**config.mk**
```make
export PLATFORM = sky130hd
export DESIGN_NAME = multi_channel_auto_off_timer
export DESIGN_NICKNAME = d
export VERILOG_FILES = /design/src/rtl/mcat_pkg.sv /design/src/rtl/mcat_fifo.sv /design/src/rtl/mcat_front.sv /design/src/rtl/mcat_back.sv /design/src/rtl/multi_channel_auto_off_timer.sv
export SDC_FILE = /design/constraint.sdc
export NUM_CORES = 2
export LEC_CHECK = 0
export BUFFER_PORTS_ARGS = -buffer_cell sky130_fd_sc_hd__clkbuf_2
export CAP_MARGIN = 20
export CORE_ASPECT_RATIO = 1.5
export CORE_UTILIZATION = 55
export CTS_CLUSTER_DIAMETER = 80
export DETAILED_ROUTE_END_ITERATION = 8
export PLACE_DENSITY = 0.7
export REMOVE_ABC_BUFFERS = 1
export SLEW_MARGIN = 20
export SYNTH_ARGS = -nofsm -noshare
export SYNTH_HDL_FRONTEND = slang
export SYNTH_SLANG_ARGS = --single-unit
```
**constraint.sdc**
```tcl
create_clock -name clk -period 10.2 [get_ports clk]
set_clock_uncertainty 0.15 [all_clocks]
set_input_delay 2.04 -clock clk [delete_from_list [all_inputs] [get_ports clk]]
set_output_delay 2.04 -clock clk [all_outputs]
set_load 0.005 [all_outputs]
```
**src/rtl/mcat_pkg.sv**
```systemverilog
// Shared types, codes and constants of the auto-off timer bank.
// No dependencies; the front end, back end and top level refer to it by scoped names.
package mcat_pkg;

  localparam int CHANNELS_DEF   = 16;
  localparam int CMDQ_DEPTH_DEF = 2;
  localparam int OUTQ_DEPTH_DEF = 4;

  localparam logic       NO_TURN_ON_RST = 1'b0;
  localparam logic [3:0] TURN_ON_RST    = 4'd5;
  localparam logic [3:0] GIVE_UP_RST    = 4'd10;

  localparam logic [15:0] HALF_MIN    = 16'd30;
  localparam logic [15:0] RECIP_60    = 16'd34953;
  localparam int          RECIP_SHIFT = 21;

  typedef enum logic [1:0] {
    REG_NO_TURN_ON = 2'd0,
    REG_TURN_ON    = 2'd1,
    REG_GIVE_UP    = 2'd2
  } reg_idx_e;

  typedef enum logic [1:0] {
    CMD_TICK  = 2'd0,
    CMD_START = 2'd1,
    CMD_CLEAR = 2'd2,
    CMD_QUERY = 2'd3
  } cmd_e;

  typedef enum logic [1:0] {
    KIND_ON      = 2'd0,
    KIND_OFF     = 2'd1,
    KIND_SUMMARY = 2'd2,
    KIND_QUERY   = 2'd3
  } kind_e;

  typedef enum logic [2:0] {
    BK_IDLE,
    BK_WALK,
    BK_SUM,
    BK_QDIFF,
    BK_QMUL,
    BK_QOUT
  } bk_st_e;

  typedef struct packed {
    cmd_e        command;
    logic [3:0]  channel;
    logic [9:0]  duration_minutes;
    logic [5:0]  duration_seconds;
    logic [15:0] device_on_mask;
  } in_item_t;

  typedef struct packed {
    kind_e       kind;
    logic [3:0]  target_channel;
    logic        any_counting;
    logic [15:0] active_mask;
    logic [9:0]  minutes_left;
    logic [15:0] seconds_left;
    logic        last_of_run;
  } out_item_t;

  typedef struct packed {
    logic       no_turn_on_mode;
    logic [3:0] turn_on_tick;
    logic [3:0] give_up_tick;
  } cfg_t;

  typedef struct packed {
    cmd_e        op;
    logic [3:0]  chan;
    logic        in_range;
    logic        zero;
    logic [15:0] total;
    logic [5:0]  secs;
    logic [15:0] dev_mask;
  } dec_t;

endpackage

```
**src/rtl/mcat_fifo.sv**
```systemverilog
// Small first-in first-out queue of flop entries, head word shown while not empty.
// Generic width and depth; no package dependency.
module mcat_fifo #(
  parameter int WIDTH = 8,
  parameter int DEPTH = 2
) (
  input  logic             clk,
  input  logic             rst_n,
  input  logic             wr_en,
  input  logic [WIDTH-1:0] wr_data,
  output logic             full,
  input  logic             rd_en,
  output logic [WIDTH-1:0] rd_data,
  output logic             empty
);

  localparam int AW = (DEPTH > 1) ? $clog2(DEPTH) : 1;
  localparam int CW = $clog2(DEPTH + 1);

  logic [WIDTH-1:0] mem_r [DEPTH];
  logic [AW-1:0]    wr_ptr_r, wr_ptr_nxt;
  logic [AW-1:0]    rd_ptr_r, rd_ptr_nxt;
  logic [CW-1:0]    cnt_r, cnt_nxt;
  logic             do_wr, do_rd;

  assign full    = (cnt_r == CW'(DEPTH));
  assign empty   = (cnt_r == '0);
  assign do_wr   = wr_en && !full;
  assign do_rd   = rd_en && !empty;
  assign rd_data = mem_r[rd_ptr_r];

  always_comb begin
    wr_ptr_nxt = wr_ptr_r;
    rd_ptr_nxt = rd_ptr_r;
    cnt_nxt    = cnt_r;
    if (do_wr) begin
      wr_ptr_nxt = (wr_ptr_r == AW'(DEPTH - 1)) ? '0 : wr_ptr_r + 1'b1;
    end
    if (do_rd) begin
      rd_ptr_nxt = (rd_ptr_r == AW'(DEPTH - 1)) ? '0 : rd_ptr_r + 1'b1;
    end
    if (do_wr && !do_rd) begin
      cnt_nxt = cnt_r + 1'b1;
    end else if (do_rd && !do_wr) begin
      cnt_nxt = cnt_r - 1'b1;
    end
  end

  always_ff @(posedge clk) begin
    if (!rst_n) begin
      wr_ptr_r <= '0;
      rd_ptr_r <= '0;
      cnt_r    <= '0;
    end else begin
      wr_ptr_r <= wr_ptr_nxt;
      rd_ptr_r <= rd_ptr_nxt;
      cnt_r    <= cnt_nxt;
    end
  end

  always_ff @(posedge clk) begin
    if (do_wr) begin
      mem_r[wr_ptr_r] <= wr_data;
    end
  end

endmodule

```
**src/rtl/mcat_front.sv**
```systemverilog
// Front end: decodes an input word into a command for the back end.
// Depends on mcat_pkg.
module mcat_front #(
  parameter int CHANNELS = mcat_pkg::CHANNELS_DEF
) (
  input  logic               push,
  input  mcat_pkg::in_item_t in_word,
  output logic               q_wr,
  output mcat_pkg::dec_t     q_data
);

  localparam logic [6:0] CH_LIMIT = 7'(CHANNELS);

  logic [15:0] total;

  assign total = {in_word.duration_minutes, 6'b0}
               - {4'b0, in_word.duration_minutes, 2'b0}
               + {10'b0, in_word.duration_seconds};

  assign q_wr = push;

  always_comb begin
    q_data          = '0;
    q_data.op       = in_word.command;
    q_data.chan     = in_word.channel;
    q_data.in_range = ({3'b0, in_word.channel} < CH_LIMIT);
    q_data.zero     = (total == '0);
    q_data.total    = total;
    q_data.secs     = in_word.duration_seconds;
    q_data.dev_mask = in_word.device_on_mask;
  end

endmodule

```
**src/rtl/mcat_back.sv**
```systemverilog
// Back end: per-channel timer state and the sequencer that runs commands.
// Depends on mcat_pkg; takes decoded words from the command queue.
module mcat_back #(
  parameter int CHANNELS = mcat_pkg::CHANNELS_DEF
) (
  input  logic                clk,
  input  logic                rst_n,
  input  mcat_pkg::cfg_t      cfg,
  input  logic                cmd_empty,
  input  mcat_pkg::dec_t      cmd_word,
  output logic                cmd_pop,
  input  logic                out_full,
  output logic                out_push,
  output mcat_pkg::out_item_t out_word
);

  localparam int CH_W = (CHANNELS > 1) ? $clog2(CHANNELS) : 1;

  logic        act_r  [CHANNELS];
  logic        act_nxt[CHANNELS];
  logic        cd_r   [CHANNELS];
  logic        cd_nxt [CHANNELS];
  logic [3:0]  wait_r   [CHANNELS];
  logic [3:0]  wait_nxt [CHANNELS];
  logic [15:0] tot_r    [CHANNELS];
  logic [15:0] tot_nxt  [CHANNELS];
  logic [5:0]  sec_r    [CHANNELS];
  logic [5:0]  sec_nxt  [CHANNELS];
  logic [15:0] left_r   [CHANNELS];
  logic [15:0] left_nxt [CHANNELS];
  logic [15:0] el_r     [CHANNELS];
  logic [15:0] el_nxt   [CHANNELS];

  mcat_pkg::bk_st_e st_r, st_nxt;
  mcat_pkg::dec_t   cur_r, cur_nxt;
  logic [CH_W-1:0]  idx_r, idx_nxt;
  logic [15:0]      mask_r, mask_nxt;
  logic [15:0]      qm_r, qm_nxt;
  logic [15:0]      qs_r, qs_nxt;
  logic [31:0]      prod_r, prod_nxt;

  logic [CH_W-1:0] sel;
  logic [6:0]      sel7;
  logic            s_act, s_cd;
  logic [3:0]      s_wait, w_inc;
  logic [15:0]     s_tot, s_left, s_el, el_inc, left_dec, num;
  logic [5:0]      s_sec;
  logic            dev, req_on, give, begin_cd, cd_done, req_off, w_emit, w_stall;
  logic            c_dev, any_cnt;
  logic [15:0]     act_mask, fin_mask;

  always_comb begin
    if (st_r == mcat_pkg::BK_WALK) begin
      sel = idx_r;
    end else if (st_r == mcat_pkg::BK_IDLE) begin
      sel = CH_W'(cmd_word.chan);
    end else begin
      sel = CH_W'(cur_r.chan);
    end
  end

  assign sel7   = 7'(sel);
  assign s_act  = act_r[sel];
  assign s_cd   = cd_r[sel];
  assign s_wait = wait_r[sel];
  assign s_tot  = tot_r[sel];
  assign s_sec  = sec_r[sel];
  assign s_left = left_r[sel];
  assign s_el   = el_r[sel];

  assign el_inc   = (s_el == 16'hFFFF) ? s_el : s_el + 16'd1;
  assign left_dec = s_left - 16'd1;
  assign w_inc    = s_wait + 4'd1;
  assign dev      = (sel7 < 7'd16) && cur_r.dev_mask[sel7[3:0]];
  assign req_on   = !s_cd && (s_wait == cfg.turn_on_tick) && !cfg.no_turn_on_mode;
  assign give     = !s_cd && !req_on && (w_inc == cfg.give_up_tick);
  assign begin_cd = !s_cd && (give || dev);
  assign cd_done  = s_cd && (left_dec == '0);
  assign req_off  = cd_done && dev;
  assign w_emit   = s_act && (req_on || req_off);
  assign w_stall  = w_emit && out_full;
  assign c_dev    = cmd_word.dev_mask[cmd_word.chan];
  assign num      = s_tot - {10'b0, s_sec} + mcat_pkg::HALF_MIN;

  for (genvar i = 0; i < 16; i++) begin : g_mask
    if (i < CHANNELS) begin : g_on
      assign act_mask[i] = act_r[i];
      assign fin_mask[i] = act_r[i] && !(cd_r[i] && (left_r[i] == 16'd1));
    end else begin : g_off
      assign act_mask[i] = 1'b0;
      assign fin_mask[i] = 1'b0;
    end
  end

  always_comb begin
    any_cnt = 1'b0;
    for (int i = 0; i < CHANNELS; i++) begin
      any_cnt = any_cnt | (act_r[i] & cd_r[i]);
    end
  end

  always_comb begin
    st_nxt = st_r;
    case (st_r)
      mcat_pkg::BK_IDLE: begin
        if (!cmd_empty) begin
          case (cmd_word.op)
            mcat_pkg::CMD_TICK:  st_nxt = mcat_pkg::BK_WALK;
            mcat_pkg::CMD_QUERY: st_nxt = mcat_pkg::BK_QDIFF;
            default:             st_nxt = mcat_pkg::BK_IDLE;
          endcase
        end
      end
      mcat_pkg::BK_WALK: begin
        if (!w_stall && idx_r == CH_W'(CHANNELS - 1)) begin
          st_nxt = mcat_pkg::BK_SUM;
        end
      end
      mcat_pkg::BK_SUM: begin
        if (!out_full) begin
          st_nxt = mcat_pkg::BK_IDLE;
        end
      end
      mcat_pkg::BK_QDIFF: st_nxt = mcat_pkg::BK_QMUL;
      mcat_pkg::BK_QMUL:  st_nxt = mcat_pkg::BK_QOUT;
      mcat_pkg::BK_QOUT: begin
        if (!out_full) begin
          st_nxt = mcat_pkg::BK_IDLE;
        end
      end
      default: st_nxt = mcat_pkg::BK_IDLE;
    endcase
  end

  always_comb begin
    act_nxt  = act_r;
    cd_nxt   = cd_r;
    wait_nxt = wait_r;
    tot_nxt  = tot_r;
    sec_nxt  = sec_r;
    left_nxt = left_r;
    el_nxt   = el_r;
    cur_nxt  = cur_r;
    idx_nxt  = idx_r;
    mask_nxt = mask_r;
    qm_nxt   = qm_r;
    qs_nxt   = qs_r;
    prod_nxt = prod_r;
    cmd_pop  = 1'b0;
    out_push = 1'b0;
    out_word = '0;
    case (st_r)
      mcat_pkg::BK_IDLE: begin
        if (!cmd_empty) begin
          cmd_pop  = 1'b1;
          cur_nxt  = cmd_word;
          idx_nxt  = '0;
          mask_nxt = fin_mask;
          case (cmd_word.op)
            mcat_pkg::CMD_START: begin
              if (cmd_word.in_range) begin
                if (cmd_word.zero) begin
                  act_nxt[sel] = 1'b0;
                end else if (s_act) begin
                  tot_nxt[sel] = cmd_word.total;
                  sec_nxt[sel] = cmd_word.secs;
                  if (s_cd) begin
                    left_nxt[sel] = cmd_word.total;
                    el_nxt[sel]   = '0;
                  end
                end else begin
                  act_nxt[sel]  = 1'b1;
                  cd_nxt[sel]   = c_dev;
                  wait_nxt[sel] = '0;
                  el_nxt[sel]   = '0;
                  tot_nxt[sel]  = cmd_word.total;
                  sec_nxt[sel]  = cmd_word.secs;
                  left_nxt[sel] = cmd_word.total;
                end
              end
            end
            mcat_pkg::CMD_CLEAR: begin
              if (cmd_word.in_range) begin
                act_nxt[sel] = 1'b0;
              end
            end
            default: ;
          endcase
        end
      end
      mcat_pkg::BK_WALK: begin
        if (!w_stall) begin
          idx_nxt = idx_r + 1'b1;
          if (s_act) begin
            el_nxt[sel] = el_inc;
            if (s_cd) begin
              left_nxt[sel] = left_dec;
              if (cd_done) begin
                act_nxt[sel] = 1'b0;
              end
            end else begin
              wait_nxt[sel] = w_inc;
              if (begin_cd) begin
                cd_nxt[sel]   = 1'b1;
                left_nxt[sel] = s_tot;
                el_nxt[sel]   = '0;
              end
            end
            if (w_emit) begin
              out_push                = 1'b1;
              out_word.kind           = req_on ? mcat_pkg::KIND_ON : mcat_pkg::KIND_OFF;
              out_word.target_channel = sel7[3:0];
              out_word.active_mask    = mask_r;
            end
          end
        end
      end
      mcat_pkg::BK_SUM: begin
        out_push              = !out_full;
        out_word.kind         = mcat_pkg::KIND_SUMMARY;
        out_word.any_counting = any_cnt;
        out_word.active_mask  = act_mask;
        out_word.last_of_run  = 1'b1;
      end
      mcat_pkg::BK_QDIFF: begin
        qm_nxt = '0;
        qs_nxt = '0;
        if (cur_r.in_range && s_act) begin
          if (num > s_el) begin
            qm_nxt = num - s_el;
          end
          if (s_tot > s_el) begin
            qs_nxt = s_tot - s_el;
          end
        end
      end
      mcat_pkg::BK_QMUL: begin
        prod_nxt = 32'(qm_r) * 32'(mcat_pkg::RECIP_60);
      end
      mcat_pkg::BK_QOUT: begin
        out_push                = !out_full;
        out_word.kind           = mcat_pkg::KIND_QUERY;
        out_word.target_channel = cur_r.chan;
        out_word.active_mask    = act_mask;
        out_word.minutes_left   = prod_r[mcat_pkg::RECIP_SHIFT +: 10];
        out_word.seconds_left   = qs_r;
        out_word.last_of_run    = 1'b1;
      end
      default: ;
    endcase
  end

  always_ff @(posedge clk) begin
    if (!rst_n) begin
      st_r   <= mcat_pkg::BK_IDLE;
      act_r  <= '{default: 1'b0};
    end else begin
      st_r   <= st_nxt;
      act_r  <= act_nxt;
    end
  end

  always_ff @(posedge clk) begin
    cd_r   <= cd_nxt;
    wait_r <= wait_nxt;
    tot_r  <= tot_nxt;
    sec_r  <= sec_nxt;
    left_r <= left_nxt;
    el_r   <= el_nxt;
    cur_r  <= cur_nxt;
    idx_r  <= idx_nxt;
    mask_r <= mask_nxt;
    qm_r   <= qm_nxt;
    qs_r   <= qs_nxt;
    prod_r <= prod_nxt;
  end

endmodule

```
**src/rtl/multi_channel_auto_off_timer.sv**
```systemverilog
// Top level of the auto-off timer bank: configuration registers, front end,
// command queue, back end and result queue. Depends on mcat_pkg and all mcat_ modules.
//
// Commands enter through a queue and are run one at a time by the back-end sequencer.
// Start and clear are done in the idle state; a query passes through the difference,
// multiply and output states; a tick visits one channel per cycle, pausing while a
// request waits on a full result queue, and then emits a summary. Any request, summary
// or query answer waits while the result queue is full. Results collect in an output
// queue, and the input side keeps accepting until the command queue fills behind a
// busy or stalled back end. Every result of a tick carries the active mask as it
// stands once the whole tick is done.
module multi_channel_auto_off_timer #(
  parameter int CHANNELS   = mcat_pkg::CHANNELS_DEF,
  parameter int CMDQ_DEPTH = mcat_pkg::CMDQ_DEPTH_DEF,
  parameter int OUTQ_DEPTH = mcat_pkg::OUTQ_DEPTH_DEF
) (
  input  logic                clk,
  input  logic                rst_n,
  input  logic                push,
  output logic                full,
  input  mcat_pkg::in_item_t  in_word,
  output logic                empty,
  input  logic                pop,
  output mcat_pkg::out_item_t out_word,
  input  logic                cfg_we,
  input  logic [1:0]          cfg_index,
  input  logic [3:0]          cfg_wdata
);

  localparam int DEC_W = $bits(mcat_pkg::dec_t);
  localparam int OUT_W = $bits(mcat_pkg::out_item_t);

  mcat_pkg::cfg_t      cfg_r, cfg_nxt;
  logic                q_wr;
  mcat_pkg::dec_t      q_data;
  logic                cmd_empty, cmd_pop;
  logic [DEC_W-1:0]    cmd_raw;
  mcat_pkg::dec_t      cmd_word;
  logic                res_full, res_push;
  mcat_pkg::out_item_t res_word;
  logic [OUT_W-1:0]    out_raw;

  always_comb begin
    cfg_nxt = cfg_r;
    if (cfg_we) begin
      case (cfg_index)
        mcat_pkg::REG_NO_TURN_ON: cfg_nxt.no_turn_on_mode = cfg_wdata[0];
        mcat_pkg::REG_TURN_ON:    cfg_nxt.turn_on_tick    = cfg_wdata;
        mcat_pkg::REG_GIVE_UP:    cfg_nxt.give_up_tick    = cfg_wdata;
        default: ;
      endcase
    end
  end

  always_ff @(posedge clk) begin
    if (!rst_n) begin
      cfg_r.no_turn_on_mode <= mcat_pkg::NO_TURN_ON_RST;
      cfg_r.turn_on_tick    <= mcat_pkg::TURN_ON_RST;
      cfg_r.give_up_tick    <= mcat_pkg::GIVE_UP_RST;
    end else begin
      cfg_r <= cfg_nxt;
    end
  end

  mcat_front #(.CHANNELS(CHANNELS)) u_front (
    .push    (push),
    .in_word (in_word),
    .q_wr    (q_wr),
    .q_data  (q_data)
  );

  mcat_fifo #(.WIDTH(DEC_W), .DEPTH(CMDQ_DEPTH)) u_cmdq (
    .clk     (clk),
    .rst_n   (rst_n),
    .wr_en   (q_wr),
    .wr_data (q_data),
    .full    (full),
    .rd_en   (cmd_pop),
    .rd_data (cmd_raw),
    .empty   (cmd_empty)
  );

  assign cmd_word = mcat_pkg::dec_t'(cmd_raw);

  mcat_back #(.CHANNELS(CHANNELS)) u_back (
    .clk       (clk),
    .rst_n     (rst_n),
    .cfg       (cfg_r),
    .cmd_empty (cmd_empty),
    .cmd_word  (cmd_word),
    .cmd_pop   (cmd_pop),
    .out_full  (res_full),
    .out_push  (res_push),
    .out_word  (res_word)
  );

  mcat_fifo #(.WIDTH(OUT_W), .DEPTH(OUTQ_DEPTH)) u_outq (
    .clk     (clk),
    .rst_n   (rst_n),
    .wr_en   (res_push),
    .wr_data (res_word),
    .full    (res_full),
    .rd_en   (pop),
    .rd_data (out_raw),
    .empty   (empty)
  );

  assign out_word = mcat_pkg::out_item_t'(out_raw);

endmodule
```
==> impl_results.md <==
* Mapped Avg Cell Area at approximately 12 um2
* Final setup TNS at 0 ps
* Fin worst setup slack at about 1600 ps
* Mapped cell area at ~0.064 mm2
* Finish-stage setup viols at 0
* Fraction of layout cells with a size suffix above 1 at 0.113
* Io pins at approximately 100
* Post-route DRC at 0
* Vias per std cell at 6.34
* RSZ-0062 raised after global routing: no
* Initial DRC count at about 5,200
* Final Slew Violations at 0
* Max_slew headroom at 0.179
* Largest net degree at the start of global routing at roughly 140
* Tmin final at 8560 ps
* DRT Pass-1 Iters at 7
* DRT Wirelength at ~190,000 um
* Most frequent CP cell: buf_4
* GRT Util Overall at 0.319
* Postcts setup bufs at 0
* Sequential share of the synthesized area at 0.613
* Startpoint types: flop
* Status: finished, final reports clean
* Worst Path Max Fanout at 134
* Library cells used by synthesis at slightly below 100
* Critical path's slowest cell: dfxtp_1
* Worst Path Required at between 10,000 and 15,000 ps
* EDFF count, synth at 1,280
* H-tree lvl count at 3
* Die width at 281 um
* Clock transition at path regs at 70 ps
* Number of global-route vias before repair at approximately 44,000
* CTS resizes at 0
* Detail Route met3 WL at between 15,000 and 20,000 um
* Max incr delay on CP at roughly 890 ps
* P&R area growth vs syn at 9.15%
* Initial antenna violation count at 3
* Via count at between 40,000 and 50,000
* CTS Root Cell: clkbuf_16
* Port Buf Inserts at 100
* Core Region at 0.116 mm2
* Sink Count at between 1,000 and 1,500
* FP Rows at 153
* Post-DRT Antenna Nets at 0
* Nets at about 5,700
* DP HPWL at 126,000 um
* Met2 WL post-DR at just over 90,000 um
* TritonCTS buffer count at between 100 and 150
* First-pass GRT wire length at around 280,000 um
* Hold WC Path Type: flop to flop
* WL met1 at 66,600 um
* Setup crit end kind: flop
* Ys Warns at 0
* Initial Util at 0.553
* MaxCap Viol Count at 0
* FILL cells at a little over 9,000
* Final Hold Viols at 0
* Placer Congestion at between 1 and 1.5
* Crit Path Category: flop to flop
* Fin crit share at 0.840
* WHS at between 300 and 400 ps
* Placed Instances at 6,919
* Pre-CTS setup slack at 1480 ps
* Final Non-Filler Cells at between 7,000 and 8,000
* Synth Register Bits at ~1,300
* Top FF cell, synth: edfxtp_1
* Diode count at 0
* Critical path arrival at ~9000 ps
* Max Root-Sink Buffers at 3
* Worst Max-Slew Pin Slew at around 1200 ps
* Top sig layer: met5
* WL/cell at between 20 and 30 um
* Critical path cell sequence: nor3_4 -> buf_4 -> a211oi_4 -> buf_4 -> buf_12 -> mux2i_1 -> o22ai_1 -> nor4_2 -> nand2_1 -> nor3_1 -> a22oi_1 -> a2111oi_0 -> nand4b_1 -> a21boi_1 -> or2_2 -> and3_2 -> buf_4
* Maximum clock frequency at approximately 120 MHz
* Async SR Flop Fraction at 0
* Hold_buf cts at 0
* Mapped Cells at 5,523
* Clk_lat worst skew at between 700 and 800 ps
* GRT overflow at 0
* Die Height at 420 um
* Die area at approximately 0.12 mm2
* TritonCTS clock tree: yes
[flip-flops by register name (all words and copies together) (netlist names), 3 cells and up, named ones only]
| name | flops |
|---|---|
| u_back.cd_r | 16 |
| u_cmdq.mem_r | 86 |
| u_back.qm_r | 16 |
| cfg_r | 9 |
| u_back.prod_r | 10 |
| u_back.el_r | 256 |
| u_back.idx_r | 4 |
| u_outq.mem_r | 200 |
| u_outq.cnt_r | 3 |
| u_back.qs_r | 16 |
| u_back.wait_r | 64 |
| u_back.tot_r | 224 |
| u_back.sec_r | 96 |
| u_back.cur_r | 20 |
| u_back.mask_r | 16 |
| u_back.st_r | 3 |
| u_back.left_r | 256 |
[stage by stage]
| step | cell area (um2) | utilization |
|---|---|---|
| 2_1_floorplan | 62300 | - |
| 3_3_place_gp | 65900 | 0.569 |
| 3_5_place_dp | 65900 | 0.569 |
| 4_1_cts | 69900 | 0.604 |
| 5_1_grt | 70000 | 0.604 |
| 6_report | 70000 | 0.604 |
[synth_stat cells, types with 26 or more instances]
| library cell | number | area [um2] |
|---|---|---|
| o21a_1 | 34 | 255 |
| nor4_1 | 56 | 350 |
| nor2_1 | 492 | 1850 |
| buf_2 | 68 | 340 |
| ha_1 | 167 | 2090 |
| o21ai_1 | 26 | 130 |
| buf_1 | 31 | 116 |
| mux4_2 | 50 | 1130 |
| and3_1 | 51 | 319 |
| buf_6 | 34 | 383 |
| a311oi_1 | 87 | 762 |
| dfxtp_1 | 42 | 841 |
| mux2i_1 | 143 | 1430 |
| a22o_1 | 55 | 482 |
| nand3_1 | 375 | 1880 |
| edfxtp_1 | 1280 | 38400 |
| and2_1 | 42 | 263 |
| a21oi_1 | 61 | 305 |
| inv_1 | 146 | 548 |
| a211oi_1 | 45 | 338 |
| o21ai_0 | 322 | 1610 |
| a2111oi_0 | 27 | 236 |
| clkbuf_1 | 211 | 792 |
| mux2_2 | 37 | 417 |
| xnor2_1 | 55 | 482 |
| nand2_1 | 1087 | 4080 |
| nor3_1 | 63 | 315 |
[worst max-delay path: cells and delay by family, from the launching register on]
family                 cells  cell delay (ps)
AOI/OAI and AO/OA          5             1620
buffers and inverters      4             1720
DFF                        1              890
muxes                      1              360
and+or+nand+nor            7             3170
[cell usage in the layout (no fill, tap or decap), drive strengths merged, types with 28 or more instances in the layout]
master / count
edfxtp: 1280
nand2: 1088
nor2: 493
nand3: 387
o21ai: 349
clkbuf: 232
ha: 167
inv: 157
mux2i: 146
buf: 112
a311oi: 87
nor3: 65
nor4: 64
a21oi: 61
clkinv: 60
xnor2: 55
a22o: 55
and3: 52
mux4: 50
a211oi: 48
and2: 42
dfxtp: 42
mux2: 37
o21a: 34
a2111oi: 28
[layout make-up]
type                            count  area, um2  area share
Clock buffer                      132       3050      0.0436
Clock inverter                     95        950      0.0136
Inverter                          149        559     0.00799
Multi-Input combinational cell   3687      22700       0.325
Sequential cell                  1322      39300       0.561
Tap cell                         1550       1940      0.0277
Timing Repair Buffer              212       1470      0.0211
[path summary, 6_finish.rpt]
path	endpoint	slack, ps	from	cells past startpoint
hold / removal	cfg_r[6]	360	cfg_r[6]	2
hold reg to reg	cfg_r[6]	360	cfg_r[6]	2
setup reg to reg	u_outq.mem_r[0][25]	1640	u_back.st_r[0]	17
setup / recovery	u_outq.mem_r[0][25]	1640	u_back.st_r[0]	17
[per-layer routing]
metal	GRT usage	vias up
li1	-	20197
met1	0.378	22065
met2	0.542	2451
met3	0.0478	627
met4	0.207	2
met5	0	-
[cells by family after synthesis]
group | count (synthesis) | share of synthesized area
buffers and inverters | 514 | 0.0366
multiplexers | 233 | 0.0473
flip-flops | 1322 | 0.613
AO/OA/AOI/OAI | 882 | 0.0942
AND/OR/NAND/NOR | 2306 | 0.159
XOR/XNOR | 77 | 0.0105
adder cells (fa/ha/maj) | 189 | 0.0395
Power is left out: the tool's default activity adds up to more than one toggle a clock period on the data nets, which glitch-free logic cannot reach.
